[src/lkv_pkg.sv]
`default_nettype none
package lkv_pkg;

  // fixed field widths
  localparam int KEY_W = 32;
  localparam int VAL_W = 32;
  localparam int CAP_W = 5;

  // capacity register value after reset
  localparam logic [CAP_W-1:0] CAP_RESET = 5'd16;

  // operation codes
  localparam logic OP_GET = 1'b0;
  localparam logic OP_PUT = 1'b1;

  // one request item as held in the input register
  typedef struct packed {
    logic             valid;
    logic             op;
    logic [KEY_W-1:0] key;
    logic [VAL_W-1:0] value;
  } lkv_req_t;

  // lookup answer produced by the entry table
  typedef struct packed {
    logic             valid;
    logic             hit;
    logic [VAL_W-1:0] value;
  } lkv_resp_t;

endpackage
`default_nettype wire

[src/lru_key_value_cache.sv]
`default_nettype none
// Fully associative key-value cache with least-recently-used replacement.
// Input channel: an item (in_opcode, in_lookup_key, in_store_value) is taken
// at a rising edge where start is high and busy is low. busy stays low, so
// one item can be issued every cycle.
// A get answers with one result: out_valid is high for exactly one cycle
// with out_hit and out_read_value (zero on a miss). A put gives no result.
// An item taken at a rising edge is held in the input register and is looked
// up from it in the next cycle; its result is registered in the result
// register that drives the out_ ports. Throughput is one item per cycle;
// the table update of one item lands before the next item is looked up,
// so back-to-back items always see fresh state.
// The receiver cannot stall: each result is accepted at the edge that ends
// its strobe cycle.
// Configuration: cfg_capacity_in_use is written when cfg_valid is high;
// cfg_ready is always high. Write it only while no item is in flight.
// Reset (rst_n low, synchronous) empties the store, sets the capacity to 16
// and drops any item in flight.
module lru_key_value_cache
  import lkv_pkg::*;
#(
  parameter int MAX_ENTRIES = 16
) (
  input  wire logic             clk,
  input  wire logic             rst_n,
  input  wire logic             start,
  output logic                  busy,
  input  wire logic             in_opcode,
  input  wire logic [KEY_W-1:0] in_lookup_key,
  input  wire logic [VAL_W-1:0] in_store_value,
  output logic                  out_valid,
  output logic                  out_hit,
  output logic [VAL_W-1:0]      out_read_value,
  input  wire logic             cfg_valid,
  output logic                  cfg_ready,
  input  wire logic [CAP_W-1:0] cfg_capacity_in_use
);

  lkv_req_t         req_r, req_nxt;
  lkv_resp_t        resp;
  logic [CAP_W-1:0] cap_r, cap_nxt;
  logic             out_valid_r;
  logic             out_hit_r;
  logic [VAL_W-1:0] out_value_r;

  assign busy      = 1'b0;
  assign cfg_ready = 1'b1;

  // input register
  always_comb begin
    req_nxt.valid = start && !busy;
    req_nxt.op    = in_opcode;
    req_nxt.key   = in_lookup_key;
    req_nxt.value = in_store_value;
  end

  // capacity register
  assign cap_nxt = (cfg_valid && cfg_ready) ? cfg_capacity_in_use : cap_r;

  always_ff @(posedge clk) begin
    if (!rst_n) begin
      req_r.valid <= 1'b0;
      cap_r       <= CAP_RESET;
      out_valid_r <= 1'b0;
    end else begin
      req_r       <= req_nxt;
      cap_r       <= cap_nxt;
      out_valid_r <= resp.valid;
    end
  end

  // payload registers
  always_ff @(posedge clk) begin
    out_hit_r   <= resp.hit;
    out_value_r <= resp.value;
  end

  // lookup and replacement table
  lkv_table #(
    .MAX_ENTRIES(MAX_ENTRIES)
  ) u_table (
    .clk     (clk),
    .rst_n   (rst_n),
    .req     (req_r),
    .capacity(cap_r),
    .resp    (resp)
  );

  // result register outputs
  assign out_valid      = out_valid_r;
  assign out_hit        = out_hit_r;
  assign out_read_value = out_value_r;

endmodule
`default_nettype wire

[src/lkv_table.sv]
`default_nettype none
module lkv_table
  import lkv_pkg::*;
#(
  parameter int MAX_ENTRIES = 16
) (
  input  wire logic             clk,
  input  wire logic             rst_n,
  input  wire lkv_req_t         req,
  input  wire logic [CAP_W-1:0] capacity,
  output lkv_resp_t             resp
);

  localparam int RW = (MAX_ENTRIES > 1) ? $clog2(MAX_ENTRIES) : 1;
  localparam int CW = $clog2(MAX_ENTRIES + 1);
  localparam int LW = (CW > CAP_W) ? CW : CAP_W;

  logic [MAX_ENTRIES-1:0] valid_r, valid_nxt;
  logic [RW-1:0]          rank_r   [MAX_ENTRIES];
  logic [RW-1:0]          rank_nxt [MAX_ENTRIES];
  logic [KEY_W-1:0]       key_r    [MAX_ENTRIES];
  logic [VAL_W-1:0]       value_r  [MAX_ENTRIES];
  logic [CW-1:0]          occ_r, occ_nxt;

  logic [MAX_ENTRIES-1:0] match_vec;
  logic [MAX_ENTRIES-1:0] victim_vec;
  logic [MAX_ENTRIES-1:0] free_vec;
  logic [MAX_ENTRIES-1:0] lowest_free;
  logic [MAX_ENTRIES-1:0] slot_sel;
  logic                   any_match;
  logic [RW-1:0]          hit_rank;
  logic [VAL_W-1:0]       hit_value;
  logic [CW-1:0]          occ_m1;
  logic [LW-1:0]          cap_ext;
  logic [LW-1:0]          limit;
  logic                   evict;
  logic                   is_put;
  logic                   ins_new;

  // parallel key compare and selection of the matching entry
  always_comb begin
    hit_rank  = '0;
    hit_value = '0;
    occ_m1    = occ_r - CW'(1);
    for (int i = 0; i < MAX_ENTRIES; i++) begin
      match_vec[i]  = valid_r[i] && (key_r[i] == req.key);
      victim_vec[i] = valid_r[i] && (CW'(rank_r[i]) == occ_m1);
      hit_rank      = hit_rank  | (match_vec[i] ? rank_r[i]  : '0);
      hit_value     = hit_value | (match_vec[i] ? value_r[i] : '0);
    end
    any_match = |match_vec;
  end

  // effective capacity and slot choice for a new key
  always_comb begin
    cap_ext = LW'(capacity);
    if (capacity == '0) begin
      limit = LW'(1);
    end else if (cap_ext > LW'(MAX_ENTRIES)) begin
      limit = LW'(MAX_ENTRIES);
    end else begin
      limit = cap_ext;
    end
    evict       = (LW'(occ_r) >= limit) && (occ_r != '0);
    free_vec    = ~valid_r;
    lowest_free = free_vec & (~free_vec + MAX_ENTRIES'(1));
    slot_sel    = evict ? victim_vec : lowest_free;
    is_put      = (req.op == OP_PUT);
    ins_new     = req.valid && is_put && !any_match;
  end

  // next entry state: touch on hit, age and fill on insert
  always_comb begin
    valid_nxt = valid_r;
    occ_nxt   = occ_r;
    for (int i = 0; i < MAX_ENTRIES; i++) begin
      rank_nxt[i] = rank_r[i];
      if (req.valid && any_match) begin
        if (match_vec[i]) begin
          rank_nxt[i] = '0;
        end else if (valid_r[i] && (rank_r[i] < hit_rank)) begin
          rank_nxt[i] = rank_r[i] + RW'(1);
        end
      end else if (ins_new) begin
        if (slot_sel[i]) begin
          valid_nxt[i] = 1'b1;
          rank_nxt[i]  = '0;
        end else if (valid_r[i]) begin
          rank_nxt[i] = rank_r[i] + RW'(1);
        end
      end
    end
    if (ins_new && !evict) begin
      occ_nxt = occ_r + CW'(1);
    end
  end

  // control state
  always_ff @(posedge clk) begin
    if (!rst_n) begin
      valid_r <= '0;
      occ_r   <= '0;
      for (int i = 0; i < MAX_ENTRIES; i++) begin
        rank_r[i] <= '0;
      end
    end else begin
      valid_r <= valid_nxt;
      occ_r   <= occ_nxt;
      for (int i = 0; i < MAX_ENTRIES; i++) begin
        rank_r[i] <= rank_nxt[i];
      end
    end
  end

  // key and value storage
  always_ff @(posedge clk) begin
    for (int i = 0; i < MAX_ENTRIES; i++) begin
      if (req.valid && is_put && match_vec[i]) begin
        value_r[i] <= req.value;
      end else if (ins_new && slot_sel[i]) begin
        key_r[i]   <= req.key;
        value_r[i] <= req.value;
      end
    end
  end

  // answer for a get
  always_comb begin
    resp.valid = req.valid && (req.op == OP_GET);
    resp.hit   = any_match;
    resp.value = hit_value;
  end

  // keys held are unique
  a_unique_key: assert property (@(posedge clk) disable iff (!rst_n)
    $onehot0(match_vec))
    else $error("more than one entry matches the key");

  // occupancy tracks the valid bits
  a_occ_count: assert property (@(posedge clk) disable iff (!rst_n)
    $countones(valid_r) == 32'(occ_r))
    else $error("occupancy count out of step with valid bits");

  // an insert without eviction grows the store by one
  a_occ_grow: assert property (@(posedge clk) disable iff (!rst_n)
    (ins_new && !evict) |=> (occ_r == $past(occ_r) + CW'(1)))
    else $error("occupancy did not grow on insert");

  // an eviction has exactly one least recent entry to pick
  a_one_victim: assert property (@(posedge clk) disable iff (!rst_n)
    (ins_new && evict) |-> $onehot(victim_vec))
    else $error("no unique least recent entry on eviction");

endmodule
`default_nettype wire
[config.mk]
export PLATFORM = sky130hd
export DESIGN_NAME = lru_key_value_cache
export DESIGN_NICKNAME = d
export VERILOG_FILES = /design/src/lkv_pkg.sv /design/src/lru_key_value_cache.sv /design/src/lkv_table.sv
export SDC_FILE = /design/constraint.sdc
export NUM_CORES = 2
export LEC_CHECK = 0
export BUFFER_PORTS_ARGS = -buffer_cell sky130_fd_sc_hd__buf_2
export CAP_MARGIN = 10
export CORE_UTILIZATION = 60
export CTS_BUF_LIST = sky130_fd_sc_hd__clkbuf_16
export CTS_CLUSTER_DIAMETER = 50
export CTS_CLUSTER_SIZE = 20
export DETAILED_ROUTE_END_ITERATION = 8
export GPL_ROUTABILITY_DRIVEN = 0
export PLACE_DENSITY = 0.77
export SYNTH_ARGS = -nofsm -noshare
export SYNTH_HDL_FRONTEND = slang
export SYNTH_SLANG_ARGS = --single-unit
[constraint.sdc]
create_clock -name clk -period 14.21 [get_ports clk]
set_clock_uncertainty 0.2 [all_clocks]
set_input_delay 2.842 -clock clk [delete_from_list [all_inputs] [get_ports clk]]
set_output_delay 2.842 -clock clk [all_outputs]
set_load 0.02 [all_outputs]
Word-level counts from Yosys, hierarchy flattened. Memories as Yosys holds them, arrays and structs flattened. Index checks and enable logic that the tools add are counted.

$add $sub $neg: 19. Order comparisons: 18. Equality and inequality tests: 32. Mux-type cells: 245. Bitwise operators: 67. Reduce and logical (&&, ||, !) cells: 107.

Operator list (number): 32-bit 2-to-1 mux (32); 32-bit == test (16); 4-bit 2-to-1 mux (128); 32-bit bitwise OR (15); 1-bit logical AND (86); 1-bit 2-to-1 mux (82); 4-bit by 5-bit == test with 1-bit output (16); 4-bit by 1-bit adder with 4-bit output (second input constant) (16); 4-bit < comparator (16); 4-bit bitwise OR (15); 3-bit AND reduction (16); 16-bit inverter (2); 1-bit bitwise OR (32); 16-bit by 1-bit adder with 16-bit output (second input constant) (1); 16-bit AND (1); 16-bit 2-to-1 mux (1); 16-bit OR reduction (1); 5-bit 2-to-1 mux (2); 5-bit by 1-bit adder with 5-bit output (second input constant) (1); 5-bit >= comparator (1); 5-bit greater-than comparator (second input constant) (1); 5-bit zero test (1); 5-bit nonzero test (1); 5-bit by 1-bit subtractor with 5-bit output (second input constant) (1); other kinds (2) (4).

Flip-flop bits (word level): 126. RAM bits: 1088. Bits of input ports: 74. Output and inout bits: 36. Word-level logic and storage cells: 516. Memories: 3.

Memory list: u_table.key_r (depth 16, width 32, rd ports 16, clocked after Yosys merged registers in 0, wr ports 16, line lkv_table.sv:21) `logic [KEY_W-1:0] key_r [MAX_ENTRIES];`; u_table.value_r (depth 16, width 32, rd ports 16, clocked after Yosys merged registers in 0, wr ports 16, line lkv_table.sv:22) `logic [VAL_W-1:0] value_r [MAX_ENTRIES];`; u_table.rank_r (depth 16, width 4, rd ports 16, clocked after Yosys merged registers in 0, wr ports 16, line lkv_table.sv:19) `logic [RW-1:0] rank_r [MAX_ENTRIES];`.

Longest topological paths before layout. An unclocked memory read counts as a cell.

Word-level depth: 25. Mapped depth: 19.

Modules after synthesis. From an unflattened synthesis, not the netlist that was laid out.

Cell total of the unflattened synthesis: 3290. Area total of the unflattened synthesis: 50208.2 um^2.

By module, submodules not included: lkv_table (times used 1, cells each 3168, area an instance 47330.4 um^2, seq. area each 32451.1 um^2); lru_key_value_cache (times used 1, cells each 122, area an instance 2877.8 um^2, seq. area each 2752.6 um^2).

Worst setup path after synthesis. Ideal clock, no wire load.

Kind: reg-to-reg. Start point: register u_table.occ_r[0]. End point: memory u_table.value_r[13][0], in the netlist u_table.value_r[6][32] (enable). Setup time: 0.388 ns. Data arrival time: 5.494 ns. Required time: 13.622 ns. Path slack: 8.128 ns. Stages on the path, launching flop included: 14. Clock period less this slack: 6.082 ns. Cell sequence: dfxtp_1 -> clkbuf_1 -> buf_1 -> inv_1 -> ha_1 -> nand2b_1 -> a21o_1 -> a21o_1 -> a41o_1 -> nor3b_1 -> and4_1 -> nand2b_1 -> a21oi_1 -> a21o_1.

RTL lines: from (decl) (line lkv_table.sv:23) `logic [CW-1:0] occ_r, occ_nxt;`; from (signal assigned) (line lkv_table.sv:108) `occ_r <= occ_nxt;`; to (decl) (line lkv_table.sv:22).

==> flow_metrics.env <==
export IMPL_status="finished with violations"
export IMPL_violations="DRC"
export IMPL_synth_edff_count=1089
export IMPL_worstSetupPathType="flip-flop to flip-flop"
export IMPL_power_density_nw_per_um2=130.5
export IMPL_synth_area_um2=52390
export IMPL_antenna_found_initial=1
export IMPL_ys_seq_area_share_pct=67.20
export IMPL_crit_fanout=39
export IMPL_syn_instance_count=3722
export IMPL_drt_iter0_drc=5213
export IMPL_num_rows=108
export IMPL_cell_internal_pwr_mw=5.806
export IMPL_wire_per_inst_um=28.73
export IMPL_final_area_um2=58210
export IMPL_cp_startpoint="req_r[34]"
export IMPL_synth_avg_cell_area_um2=14.07
export IMPL_cp_end_kind="flip-flop"
export IMPL_grt_usage_pct=32.64
export IMPL_layout_common_cells="1089 x edfxtp_1, 384 x xnor2_1, 247 x nand4_1"
export IMPL_pre_cts_ws_ns=8.307
export IMPL_syn_to_final_growth_pct=11.13
export IMPL_ys_top_cells_by_area="edfxtp_1 62%, xnor2_1 6.4%, dfxtp_1 4.8%"
export IMPL_boundaryPins=110
export IMPL_ant_nets=0
export IMPL_wl_um=146000
export IMPL_async_reset_ff_share_pct=0
export IMPL_tightest_slew_ns=1.306
export IMPL_cts_tree="yes"
export IMPL_fin_setup_tns_ns=0
export IMPL_synth_nets=3835
export IMPL_cts_made_buffers=112
export IMPL_route_detailed_vias_per_inst=6.831
export IMPL_regToRegStartpoint="req_r[34]"
export IMPL_hold_path_class="flip-flop to flip-flop"
export IMPL_p_comb_share_pct=5.1
export IMPL_drive_gt1_share_pct=12.04
export IMPL_num_fill_cells=5851
export IMPL_ys_flop_type="edfxtp_1"
export IMPL_rsz0062_at_grt="no"
export IMPL_synth_top_cell_area_share_pct=62.42
export IMPL_p_switching_mw=1.793
export IMPL_setup_viol=0
export IMPL_max_cap_violations=0
export IMPL_final_util_pct=67.21
export IMPL_cts_clk_slew_worst_paths_ns=0.08
export IMPL_cts_root_buffer="clkbuf_16"
export IMPL_holdWs_ns=0.2811
export IMPL_yosys_warnings=0
export IMPL_synth_lib_cells_used_distinct=95
export IMPL_overflow=0
export IMPL_netSwitchingFraction_pct=23.60
export IMPL_yosys_register_bits=1214
export IMPL_placed_cell_area_um2=54190
export IMPL_die_width_um=297.5
export IMPL_via_count=34722
export IMPL_drc_errors=2
export IMPL_ir_drop_v=0.0001270
export IMPL_critPathRequiredTime_ns=14.33
export IMPL_fin_crit_sh_pct=42.75
export IMPL_postCtsSetupBuffers=0
export IMPL_period_needed_ns=6.075
export IMPL_first_global_vias=33557
export IMPL_multiInputGateArea_um2=16080
export IMPL_place_hpwl_um=84540
export IMPL_p_leak_nw=18.78
export IMPL_initial_core_util_pct=60.48
export IMPL_port_buffers=107
export IMPL_clk_latency_ns=0.72
export IMPL_fmax_ghz=0.1646
export IMPL_startpoint_type="flip-flop"
export IMPL_cts_hold_fix_buffers=0
export IMPL_core_area_um2=86620
export IMPL_setup_slack_ns=8.135
export IMPL_power_share_clock_pct=42.6
export IMPL_firstDrtPassIters=8
export IMPL_yosys_area_top_type="edfxtp_1"
export IMPL_final_hold_violation_count=0
export IMPL_relSlewSlack_pct=12.93
export IMPL_finalNetCount=3941
export IMPL_drv_slew=0
export IMPL_mostFrequentLayoutCell="edfxtp_1"
export IMPL_layout_area_seq_um2=35200
export IMPL_grt_pass1_wl_um=213600
export IMPL_min_from="u_table.value_r[2][11]"
export IMPL_cts_sinks=1214
export IMPL_chipHeight_um=297.5
export IMPL_arrival_ns=6.20
export IMPL_seq_power_share_pct=52.3
export IMPL_htreeDepth=3
export IMPL_die_area_um2=88490
export IMPL_clk_path_buf_depth=3
export IMPL_post_cts_resized=0
export IMPL_grt_max_degree=75
## cells by family (layout without fill, tap and decap cells)
group / after synthesis / count (layout) / synth area share [%]
and+or+nand+nor: 1085 / 1085 / 11.87
other: 2 / 3 / 0.01434
AOI/OAI and AO/OA: 581 / 581 / 8.773
buffers and inverters: 282 / 487 / 2.458
xor gates and xnor gates: 495 / 495 / 8.276
muxes: 15 / 15 / 0.2914
adders and majority gates: 48 / 48 / 1.113
DFF: 1214 / 1214 / 67.20
## Yosys cell counts (all sizes together) (89+ instances only)
library cell,n
xor2,110
nand2,107
buf,118
edfxtp,1089
nand4,247
nor2,146
a22o,141
dfxtp,125
xnor2,385
nand3,110
nand2b,179
a221oi,142
inv,89
## power groups by stage
stage,clock network (mW),logic [mW],registers [mW]
after detailed placement,0,0.380,4.05
after global routing,3.38,0.411,3.98
final,3.23,0.390,3.98
after CTS,3.25,0.382,3.97
after global placement,0,0.371,4.05
after floorplan,0,0.233,4.06
## routing by layer
metal | up-vias | wire, um | track usage (%)
li1 | 14706 | - | -
met1 | 16971 | 55560 | 45.48
met2 | 2563 | 64540 | 48.83
met3 | 482 | 18110 | 6.836
met4 | 0 | 7822 | 16.65
met5 | - | 0 | 0
## path summary, 6_finish.rpt
check	cells after the start	end	slack [ns]
setup / recovery	12	u_table.value_r[6][15]	8.14
hold / removal	2	out_read_value[11]	0.28
setup reg to reg	12	u_table.value_r[6][15]	8.14
hold reg to reg	2	out_read_value[11]	0.28
## critical path, cell delays in order, from the launching register on
cell and delay [ns]:
edfxtp_1 0.33, buf_4 0.51, inv_1 0.24, o22ai_1 0.30, nor4_1 0.15, and4_2 0.22, buf_4 0.34, nor4_1 0.38
and4_1 0.60, nand2_1 0.10, buf_4 0.32, nor2_4 0.80, a21o_2 1.07
## metrics by stage
step / power (mW) / std cells
detailed placement: 4.433 / 4869
global route: 7.768 / 5082
global placement: 4.422 / 4869
CTS: 7.604 / 5082
floorplan: 4.289 / 3722
finish: 7.599 / 5083
## state kept, by name, summed over array words and instances, names as in the netlist
signal	count
cap_r	5
out_hit	1
out_read_value	32
out_valid	1
req_r	66
u_table.key_r	512
u_table.occ_r	5
u_table.rank_r	64
u_table.valid_r	16
u_table.value_r	512
## final cells by class
type	count	share of cell area, %
tap	1155	2.482
clock buffer	112	4.814
sequential	1214	60.47
inverter	89	0.5739
timing repair buffer	185	1.937
multi-input combinational	2226	27.63
clock inverter	101	2.087
antenna	1	0.004299
No activity file was read; power rests on OpenSTA's default activity.
